--- src/rtl/lccq_pkg.sv ---
// Shared types and constants for the LED chaser command queue.
`default_nettype none
package lccq_pkg;

  localparam int LED_W    = 10;  // led_pattern width
  localparam int STATUS_W = 2;
  localparam int QCNT_W   = 5;   // queued_count width
  localparam int POS_W    = 5;   // covers up to 32 LEDs
  localparam int DWELL_W  = 16;

  localparam logic [DWELL_W-1:0] INTERVAL_RESET = 16'd1000;

  // Work queue between front and back
  localparam int Q_DEPTH = 4;
  localparam int Q_PTR_W = $clog2(Q_DEPTH);
  localparam int Q_CNT_W = $clog2(Q_DEPTH + 1);

  localparam logic OP_TICK = 1'b0;
  localparam logic OP_ENQ  = 1'b1;

  localparam logic DIR_UP   = 1'b0;
  localparam logic DIR_DOWN = 1'b1;

  localparam logic [1:0] REG_INTERVAL = 2'd0;

  typedef enum logic [STATUS_W-1:0] {
    STATUS_QUEUED = 2'd0,
    STATUS_FULL   = 2'd1,
    STATUS_TICK   = 2'd2
  } status_t;

  // One resolved item on its way to the output
  typedef struct packed {
    status_t           status;
    logic              busy;
    logic [POS_W-1:0]  pos;
    logic [QCNT_W-1:0] count;
  } item_t;

endpackage
`default_nettype wire

--- src/rtl/lccq_ram.sv ---
// Generic single-write, single-read RAM with registered read data.
`default_nettype none
module lccq_ram #(
  parameter int WIDTH = 1,
  parameter int DEPTH = 16
) (
  input  wire                      clk,
  input  wire                      wr_en,
  input  wire [$clog2(DEPTH)-1:0]  wr_addr,
  input  wire [WIDTH-1:0]          wr_data,
  input  wire                      rd_en,
  input  wire [$clog2(DEPTH)-1:0]  rd_addr,
  output logic [WIDTH-1:0]         rd_data
);

  logic [WIDTH-1:0] mem_r [DEPTH];

  always_ff @(posedge clk) begin
    if (wr_en) begin
      mem_r[wr_addr] <= wr_data;
    end
    if (rd_en) begin
      rd_data <= mem_r[rd_addr];
    end
  end

endmodule
`default_nettype wire

--- src/rtl/lccq_front.sv ---
// Front end: config register, command FIFO control, chaser counters.
`default_nettype none
module lccq_front #(
  parameter int QUEUE_DEPTH = 16,
  parameter int NUM_LEDS    = 10
) (
  input  wire                         clk,
  input  wire                         rst_n,
  input  wire                         in_tvalid,
  output logic                        in_tready,
  input  wire                         in_op,
  input  wire                         in_dir,
  input  wire                         cfg_wr,
  input  wire [lccq_pkg::DWELL_W-1:0] cfg_wdata,
  output logic [lccq_pkg::DWELL_W-1:0] interval,
  input  wire [lccq_pkg::Q_CNT_W-1:0] q_count,
  output logic                        q_push,
  output lccq_pkg::item_t             q_item
);

  localparam int PTR_W  = $clog2(QUEUE_DEPTH);
  localparam int CNT_W  = $clog2(QUEUE_DEPTH + 1);
  localparam int STEP_W = $clog2(NUM_LEDS);

  logic [PTR_W-1:0]  rptr_r, rptr_nxt, wptr_r, wptr_nxt;
  logic [CNT_W-1:0]  count_r, count_nxt;
  logic              running_r, running_nxt;
  logic [STEP_W-1:0] step_r, step_nxt;
  logic [lccq_pkg::DWELL_W-1:0] dwell_r, dwell_nxt, dwell_inc, limit;
  logic [lccq_pkg::DWELL_W-1:0] interval_r;
  lccq_pkg::status_t status;

  logic              s1_valid_r;
  lccq_pkg::status_t s1_status_r;
  logic              s1_busy_r;
  logic [STEP_W-1:0] s1_step_r;
  logic [CNT_W-1:0]  s1_count_r;

  logic              accept, wr_en, rd_en, dir_q;
  logic [lccq_pkg::Q_CNT_W:0] occupancy;

  assign occupancy = {1'b0, q_count} + (lccq_pkg::Q_CNT_W + 1)'(s1_valid_r);
  assign in_tready = occupancy < (lccq_pkg::Q_CNT_W + 1)'(lccq_pkg::Q_DEPTH);
  assign accept    = in_tvalid & in_tready;
  assign interval  = interval_r;
  assign limit     = (interval_r == '0) ? lccq_pkg::DWELL_W'(1) : interval_r;
  assign dwell_inc = dwell_r + lccq_pkg::DWELL_W'(1);

  always_comb begin
    rptr_nxt    = rptr_r;
    wptr_nxt    = wptr_r;
    count_nxt   = count_r;
    running_nxt = running_r;
    step_nxt    = step_r;
    dwell_nxt   = dwell_r;
    wr_en       = 1'b0;
    rd_en       = 1'b0;
    status      = lccq_pkg::STATUS_TICK;
    if (accept) begin
      if (in_op == lccq_pkg::OP_ENQ) begin
        if (count_r == CNT_W'(QUEUE_DEPTH)) begin
          status = lccq_pkg::STATUS_FULL;
        end else begin
          status    = lccq_pkg::STATUS_QUEUED;
          wr_en     = 1'b1;
          wptr_nxt  = (wptr_r == PTR_W'(QUEUE_DEPTH - 1)) ? '0 : wptr_r + PTR_W'(1);
          count_nxt = count_r + CNT_W'(1);
        end
      end else if (!running_r) begin
        // idle: pop the head command; its direction arrives from the RAM next cycle
        if (count_r != '0) begin
          rd_en       = 1'b1;
          rptr_nxt    = (rptr_r == PTR_W'(QUEUE_DEPTH - 1)) ? '0 : rptr_r + PTR_W'(1);
          count_nxt   = count_r - CNT_W'(1);
          running_nxt = 1'b1;
          step_nxt    = '0;
          dwell_nxt   = '0;
        end
      end else if (dwell_inc < limit) begin
        dwell_nxt = dwell_inc;
      end else begin
        dwell_nxt = '0;
        if (step_r == STEP_W'(NUM_LEDS - 1)) begin
          running_nxt = 1'b0;
          step_nxt    = '0;
        end else begin
          step_nxt = step_r + STEP_W'(1);
        end
      end
    end
  end

  always_ff @(posedge clk) begin
    if (!rst_n) begin
      rptr_r     <= '0;
      wptr_r     <= '0;
      count_r    <= '0;
      running_r  <= 1'b0;
      step_r     <= '0;
      dwell_r    <= '0;
      interval_r <= lccq_pkg::INTERVAL_RESET;
      s1_valid_r <= 1'b0;
    end else begin
      rptr_r     <= rptr_nxt;
      wptr_r     <= wptr_nxt;
      count_r    <= count_nxt;
      running_r  <= running_nxt;
      step_r     <= step_nxt;
      dwell_r    <= dwell_nxt;
      s1_valid_r <= accept;
      if (cfg_wr) begin
        interval_r <= cfg_wdata;
      end
    end
  end

  always_ff @(posedge clk) begin
    s1_status_r <= status;
    s1_busy_r   <= running_nxt;
    s1_step_r   <= step_nxt;
    s1_count_r  <= count_nxt;
  end

  // Read data holds the direction of the most recent pop, i.e. the running chase
  lccq_ram #(
    .WIDTH (1),
    .DEPTH (QUEUE_DEPTH)
  ) u_store (
    .clk     (clk),
    .wr_en   (wr_en),
    .wr_addr (wptr_r),
    .wr_data (in_dir),
    .rd_en   (rd_en),
    .rd_addr (rptr_r),
    .rd_data (dir_q)
  );

  always_comb begin
    q_push        = s1_valid_r;
    q_item.status = s1_status_r;
    q_item.busy   = s1_busy_r;
    q_item.pos    = (dir_q == lccq_pkg::DIR_DOWN)
                    ? lccq_pkg::POS_W'(NUM_LEDS - 1) - lccq_pkg::POS_W'(s1_step_r)
                    : lccq_pkg::POS_W'(s1_step_r);
    q_item.count  = lccq_pkg::QCNT_W'(s1_count_r);
  end

`ifndef NO_ASSERTIONS
  a_count_bound: assert property (@(posedge clk) disable iff (!rst_n)
    count_r <= CNT_W'(QUEUE_DEPTH))
    else $error("command count above queue depth");
  a_stage_follows: assert property (@(posedge clk) disable iff (!rst_n)
    accept |=> s1_valid_r)
    else $error("accepted word did not reach the resolve stage");
  a_step_bound: assert property (@(posedge clk) disable iff (!rst_n)
    running_r |-> step_r <= STEP_W'(NUM_LEDS - 1))
    else $error("chaser step past last LED");
`endif

endmodule
`default_nettype wire

--- src/rtl/lccq_queue.sv ---
// Short work queue between the front end and the output stage.
`default_nettype none
module lccq_queue (
  input  wire                          clk,
  input  wire                          rst_n,
  input  wire                          push,
  input  lccq_pkg::item_t              push_item,
  input  wire                          pop,
  output logic                         head_valid,
  output lccq_pkg::item_t              head_item,
  output logic [lccq_pkg::Q_CNT_W-1:0] count
);

  lccq_pkg::item_t mem_r [lccq_pkg::Q_DEPTH];
  logic [lccq_pkg::Q_PTR_W-1:0] head_r, head_nxt, tail_r, tail_nxt;
  logic [lccq_pkg::Q_CNT_W-1:0] count_r, count_nxt;

  always_comb begin
    head_nxt  = pop  ? head_r + lccq_pkg::Q_PTR_W'(1) : head_r;
    tail_nxt  = push ? tail_r + lccq_pkg::Q_PTR_W'(1) : tail_r;
    count_nxt = count_r + lccq_pkg::Q_CNT_W'(push) - lccq_pkg::Q_CNT_W'(pop);
  end

  always_ff @(posedge clk) begin
    if (!rst_n) begin
      head_r  <= '0;
      tail_r  <= '0;
      count_r <= '0;
    end else begin
      head_r  <= head_nxt;
      tail_r  <= tail_nxt;
      count_r <= count_nxt;
    end
  end

  always_ff @(posedge clk) begin
    if (push) begin
      mem_r[tail_r] <= push_item;
    end
  end

  assign head_valid = count_r != '0;
  assign head_item  = mem_r[head_r];
  assign count      = count_r;

`ifndef NO_ASSERTIONS
  a_no_overflow: assert property (@(posedge clk) disable iff (!rst_n)
    (push && !pop) |-> count_r < lccq_pkg::Q_CNT_W'(lccq_pkg::Q_DEPTH))
    else $error("work queue overflow");
  a_no_underflow: assert property (@(posedge clk) disable iff (!rst_n)
    pop |-> count_r != '0)
    else $error("work queue underflow");
  a_count_step: assert property (@(posedge clk) disable iff (!rst_n)
    (push && !pop) |=> count_r == $past(count_r) + lccq_pkg::Q_CNT_W'(1))
    else $error("work queue count did not advance on push");
`endif

endmodule
`default_nettype wire

--- src/rtl/lccq_back.sv ---
// Back end: decode LED position into a pattern and hold the result word.
`default_nettype none
module lccq_back (
  input  wire             clk,
  input  wire             rst_n,
  input  wire             q_valid,
  input  lccq_pkg::item_t q_item,
  output logic            q_pop,
  output logic            out_tvalid,
  input  wire             out_tready,
  output logic [15:0]     out_tdata,
  output logic [1:0]      out_tuser
);

  logic        valid_r, valid_nxt;
  logic [15:0] data_r;
  logic [1:0]  user_r;
  logic [31:0] onehot;
  logic [lccq_pkg::LED_W-1:0] pattern;

  assign q_pop     = q_valid & (~valid_r | out_tready);
  assign onehot    = 32'd1 << q_item.pos;
  assign pattern   = q_item.busy ? onehot[lccq_pkg::LED_W-1:0] : '0;
  assign valid_nxt = q_pop | (valid_r & ~out_tready);

  always_ff @(posedge clk) begin
    if (!rst_n) begin
      valid_r <= 1'b0;
    end else begin
      valid_r <= valid_nxt;
    end
  end

  always_ff @(posedge clk) begin
    if (q_pop) begin
      data_r <= {q_item.count, q_item.busy, pattern};
      user_r <= q_item.status;
    end
  end

  assign out_tvalid = valid_r;
  assign out_tdata  = data_r;
  assign out_tuser  = user_r;

endmodule
`default_nettype wire

--- src/rtl/led_chaser_command_queue.sv ---
// Top level of the LED chaser with a command queue.
//
//  channel  dir   handshake                 payload
//  in_      in    in_tvalid / in_tready     tuser operation, tdata direction
//  out_     out   out_tvalid / out_tready   tuser status, tdata pattern/busy/count
//  cfg_     in    APB, pready tied high     reg 0 interval_ticks at 0x0
//
// One word per cycle while in_tready is high; an accepted word passes the direction fetch
// from the command RAM, the work queue and the output register before it reaches out_.
// in_tready drops only when the four-entry work queue and the resolve stage together
// hold four words, which happens only while out_tready is held low.
// Synchronous active-low reset; the command RAM is not cleared and needs no sweep.
`default_nettype none
module led_chaser_command_queue #(
  parameter int QUEUE_DEPTH = 16,
  parameter int NUM_LEDS    = 10
) (
  input  wire         clk,
  input  wire         rst_n,
  input  wire         in_tvalid,
  output logic        in_tready,
  input  wire [7:0]   in_tdata,   // [0] direction, [7:1] zero
  input  wire [0:0]   in_tuser,   // [0] operation
  output logic        out_tvalid,
  input  wire         out_tready,
  output logic [15:0] out_tdata,  // [9:0] led_pattern, [10] busy_res, [15:11] queued_count
  output logic [1:0]  out_tuser,  // [1:0] status
  input  wire         cfg_psel,
  input  wire         cfg_penable,
  input  wire         cfg_pwrite,
  input  wire [1:0]   cfg_paddr,
  input  wire [31:0]  cfg_pwdata,
  output logic [31:0] cfg_prdata,
  output logic        cfg_pready
);

  logic                          cfg_wr;
  logic [lccq_pkg::DWELL_W-1:0]  interval;
  logic [lccq_pkg::Q_CNT_W-1:0]  q_count;
  logic                          q_push, q_pop, q_valid;
  lccq_pkg::item_t               push_item, head_item;

  assign cfg_pready = 1'b1;
  assign cfg_wr     = cfg_psel & cfg_penable & cfg_pwrite & cfg_pready
                      & (cfg_paddr == lccq_pkg::REG_INTERVAL);
  assign cfg_prdata = (cfg_paddr == lccq_pkg::REG_INTERVAL) ? {16'd0, interval} : 32'd0;

  lccq_front #(
    .QUEUE_DEPTH (QUEUE_DEPTH),
    .NUM_LEDS    (NUM_LEDS)
  ) u_front (
    .clk       (clk),
    .rst_n     (rst_n),
    .in_tvalid (in_tvalid),
    .in_tready (in_tready),
    .in_op     (in_tuser[0]),
    .in_dir    (in_tdata[0]),
    .cfg_wr    (cfg_wr),
    .cfg_wdata (cfg_pwdata[lccq_pkg::DWELL_W-1:0]),
    .interval  (interval),
    .q_count   (q_count),
    .q_push    (q_push),
    .q_item    (push_item)
  );

  lccq_queue u_queue (
    .clk        (clk),
    .rst_n      (rst_n),
    .push       (q_push),
    .push_item  (push_item),
    .pop        (q_pop),
    .head_valid (q_valid),
    .head_item  (head_item),
    .count      (q_count)
  );

  lccq_back u_back (
    .clk        (clk),
    .rst_n      (rst_n),
    .q_valid    (q_valid),
    .q_item     (head_item),
    .q_pop      (q_pop),
    .out_tvalid (out_tvalid),
    .out_tready (out_tready),
    .out_tdata  (out_tdata),
    .out_tuser  (out_tuser)
  );

endmodule
`default_nettype wire
--- config.mk ---
export PLATFORM = sky130hd
export DESIGN_NAME = led_chaser_command_queue
export DESIGN_NICKNAME = d
export VERILOG_FILES = /design/src/rtl/lccq_pkg.sv /design/src/rtl/lccq_ram.sv /design/src/rtl/lccq_front.sv /design/src/rtl/lccq_queue.sv /design/src/rtl/lccq_back.sv /design/src/rtl/led_chaser_command_queue.sv
export SDC_FILE = /design/constraint.sdc
export NUM_CORES = 1
export LEC_CHECK = 0
export BUFFER_PORTS_ARGS = -buffer_cell sky130_fd_sc_hd__buf_2
export CAP_MARGIN = 20
export CORE_MARGIN = 4
export CORE_UTILIZATION = 60
export CTS_BUF_LIST = sky130_fd_sc_hd__clkbuf_2
export DETAILED_ROUTE_END_ITERATION = 16
export HOLD_SLACK_MARGIN = 0.06
export PLACE_DENSITY = 0.83
export SLEW_MARGIN = 20
export SYNTH_ARGS = -nofsm -noshare
export SYNTH_HDL_FRONTEND = slang
export SYNTH_HIERARCHICAL = 1
export SYNTH_SLANG_ARGS = --single-unit
--- constraint.sdc ---
create_clock -name clk -period 5.7 [get_ports clk]
set_input_delay 1.14 -clock clk [delete_from_list [all_inputs] [get_ports clk]]
set_output_delay 1.14 -clock clk [all_outputs]
set_load 0.03 [all_outputs]
==> qor.csv <==
metric,value,unit
GR Util All Layers,0.189,
CTS Sinks,160,
end of the critical path,u_front/dwell_r[10],
weighted congestion reported at the end of routability-driven placement,0.830,
arrival time of data at the critical path endpoint,4.43,ns
endpoint of the worst-slack reg-to-reg timing path,u_front/dwell_r[10],
synthesis-stage register bit count,160,
Final Cycle Share,0.666,
Placeable Area,12000,um^2
Max-cap violations,0,
Post-CTS Setup Bufs,0,
setup repair after global routing missed its margin,no,
Worst setup startpoint,u_front/dwell_r[0],
yosys warns,6,
share of post-route cells with drive strength above 1,0.183,
average wire per cell in the routed design,15.4,um
slew at the pin closest to its max-slew limit,0.906,ns
Cell variety after synth,65,
Root Buffer,sky130_fd_sc_hd__clkbuf_2,
Layout Skew,0.0144,ns
quantity of I/O buffers inserted on ports,62,
final-layout setup total negative slack,0,ns
count of endpoints failing hold in the final timing report,0,
"Data required, critical path",6.33,ns
clock latency at the later pin of the worst-skew pair,0.70,ns
clock tree from TritonCTS,done,
worst-case vdd ir drop,0.166,mV
net count of the finished layout,749,
maximum fanout along the worst path,16,
"most common cell after layout, fill and taps aside",sky130_fd_sc_hd__edfxtp_1,
Post-synth top flop,sky130_fd_sc_hd__edfxtp_1,
number of failing setup endpoints in the final timing report,0,
first-pass GRT wire length,21500,um
number of top-level pins,103,
number of standard-cell rows in the floorplan,40,
"commonest cells after routing, fill and taps aside","sky130_fd_sc_hd__edfxtp_1 (87), sky130_fd_sc_hd__dfxtp_1 (73), sky130_fd_sc_hd__buf_2 (62), sky130_fd_sc_hd__nor2_1 (40), sky130_fd_sc_hd__nor2b_1 (38)",
sort of element at the start of the critical path,flip-flop,
count of nets left with antenna violations after detail routing,0,
Routed Wire Length,12800,um
initial antenna violation count,0,
global route overflow,0,
clock transition time at the flip-flop clock pins of the worst setup and hold paths,0.21,ns
Chip Height,119,um
max-slew violations,0,
total leakage power,3.01,nW
Async SR Flop Fraction,0,
Post-synth EDFFs,87,
number of violations reported at the end of detailed-routing iteration 0,242,
number of instances in the synthesized netlist,609,
number of vias per cell,5.65,
type of the worst setup path,reg2reg,
fmax,263,MHz
maximum level of the CTS H-tree,4,
setup slack of the most critical reg-to-reg path,1.90,ns
Hold Startpoint,u_front/dwell_r[15],
path depth of the worst reg2reg path,14,
Hold Worst Slack,0.486,ns
result of the run,"complete, no violations",
initial standard-cell utilization of the core,0.613,
endpoint class of the critical path,flip-flop,
hold buffers post-CTS,0,
final worst setup slack,1.90,ns
number of detailed-routing iterations run before antenna repair,5,
"count of placed standard cells in the final layout, fillers left out",831,
diode count,0,
Clock Path Buffers,2,
area enclosed by the die boundary,14100,um^2
Place WS,1.97,ns
"Cell Area, Synth",7360,um^2
R2R Path Start,u_front/dwell_r[0],
"Area growth, synth to finish",7.92,%
crit path time final,3.80,ns
number of global-route vias before repair,4681,
maximum number of pins on one net before global-route repair,56,
Detail Placement HPWL,9050,um
part of the Yosys area used for sequential elements,0.554,
residual DRC count,0,
power density normalized to cell area,342,nW/um^2
mean area per synthesized cell,12.1,um^2
count of cells resized by post-cts repair,0,
Die X-Extent,119,um
total placed cells including tap cells,799,
utilization after layout,0.661,
total via count in the routed design,4699,
worst slew margin relative to its limit,0.396,
clock buffer count from CTS,17,
classification of the worst-slack hold path,reg2reg,
critical path, stage by stage (launching register included):
cell and delay, ns:
sky130_fd_sc_hd__dfxtp_1 0.46, sky130_fd_sc_hd__ha_1 0.22, sky130_fd_sc_hd__nand3_1 0.16, sky130_fd_sc_hd__nor2_1 0.17, sky130_fd_sc_hd__and4_1 0.28, sky130_fd_sc_hd__nor2b_1 0.07, sky130_fd_sc_hd__or2_2 0.31, sky130_fd_sc_hd__ha_1 0.31
sky130_fd_sc_hd__a21o_1 0.18, sky130_fd_sc_hd__a221o_1 0.34, sky130_fd_sc_hd__a221o_2 0.43, sky130_fd_sc_hd__nand2b_4 0.17, sky130_fd_sc_hd__nor2_4 0.34, sky130_fd_sc_hd__o21ai_0 0.16, sky130_fd_sc_hd__a21boi_1 0.16
per-stage QoR:
step                cell area (um^2)  power (mW)
CTS                             7940        2.74
finish                          7940        2.72
detailed placement              7680        2.12
global placement                7680        2.09
global route                    7940        2.87
floorplan                       7420        1.97
sequential cells by signal (all words and copies together), names as in the netlist, 5 cells and up, named ones only:
register               cells
u_queue/mem_r             52
u_front/u_store/mem_r     16
u_back/out_tdata          16
u_front/count_r            5
u_front/s1_count_r         5
u_front/dwell_r           16
u_front/interval          16
cell families (layout without fill, tap and decap cells):
kind of cell | count (synthesis) | count (layout) | share of synthesized area
other cells | 2 | 17 | 0.00102
fa+ha+maj | 28 | 28 | 0.0486
buf+inv | 62 | 122 | 0.0452
mux | 36 | 36 | 0.0814
compound gates | 80 | 80 | 0.0758
xor+xnor | 18 | 18 | 0.0235
flops | 160 | 160 | 0.554
simple gates | 223 | 223 | 0.171
per-layer routing:
metal  routed length (um)  up-vias  track usage  part of all wire
met5                    0        -            0                 0
met4                  209        0       0.0630             0.016
met3                  461       19       0.0450             0.036
met2                 7150      111        0.353              0.56
met1                 4970     2271        0.211              0.39
li1                     -     2298            -                 -
Yosys cell counts (all sizes together) (2+ instances only):
| cell | number | area, um^2 |
|---|---|---|
| o21ai | 21 | 105 |
| or3 | 3 | 18.8 |
| nand4 | 4 | 25.0 |
| nand2 | 33 | 124 |
| a31oi | 4 | 31.3 |
| a21o | 2 | 15.0 |
| mux2i | 19 | 190 |
| nor2 | 43 | 179 |
| a221o | 2 | 21.3 |
| or2 | 8 | 52.6 |
| a22oi | 13 | 97.6 |
| a22o | 2 | 17.5 |
| or3b | 2 | 17.5 |
| buf | 26 | 198 |
| edfxtp | 87 | 2610 |
| o221ai | 3 | 26.3 |
| nor2b | 39 | 244 |
| inv | 28 | 105 |
| and2 | 34 | 213 |
| and4 | 3 | 26.3 |
| nor3 | 13 | 70.1 |
| dfxtp | 73 | 1460 |
| o211ai | 6 | 45.0 |
| clkbuf | 8 | 30.0 |
| xnor2 | 11 | 96.3 |
| and3 | 7 | 43.8 |
| a21oi | 12 | 63.8 |
| ha | 27 | 338 |
| nor4 | 7 | 56.3 |
| nand3 | 11 | 55.1 |
| nand3b | 4 | 30.0 |
| o21a | 3 | 22.5 |
| conb | 2 | 7.51 |
| xor2 | 6 | 52.6 |
| a21boi | 7 | 52.6 |
| mux4 | 17 | 409 |
| nand2b | 7 | 51.3 |
worst min-delay path by stage:
| stage | end | cells after the start |
|---|---|---|
| after global placement | u_queue/mem_r[2][3] | 0 |
| after CTS | u_front/dwell_r[15] | 2 |
| after global routing | u_front/dwell_r[15] | 2 |
| after floorplan | u_queue/mem_r[0][0] | 0 |
| after detailed placement | u_front/dwell_r[15] | 2 |
| final | u_front/dwell_r[15] | 2 |
where the power goes:
part | internal [mW] | leakage, nW | switching [mW] | total (mW)
clock network | 0.247 | 0.157 | 0.380 | 0.627
logic | 0.238 | 1.46 | 0.389 | 0.627
registers | 1.38 | 1.39 | 0.0897 | 1.47
total | 1.86 | 3.01 | 0.858 | 2.72
area by class of cell:
| type | count | area (um^2) |
|---|---|---|
| clock buffers | 18 | 90.1 |
| clock inverters | 14 | 163 |
| fillers | 905 | 4070 |
| inverters | 28 | 105 |
| multi-input cells | 402 | 3020 |
| flip-flops and latches | 160 | 4070 |
| well taps | 147 | 184 |
| repair buffers | 62 | 310 |
Power figures use the tool's default switching activity.
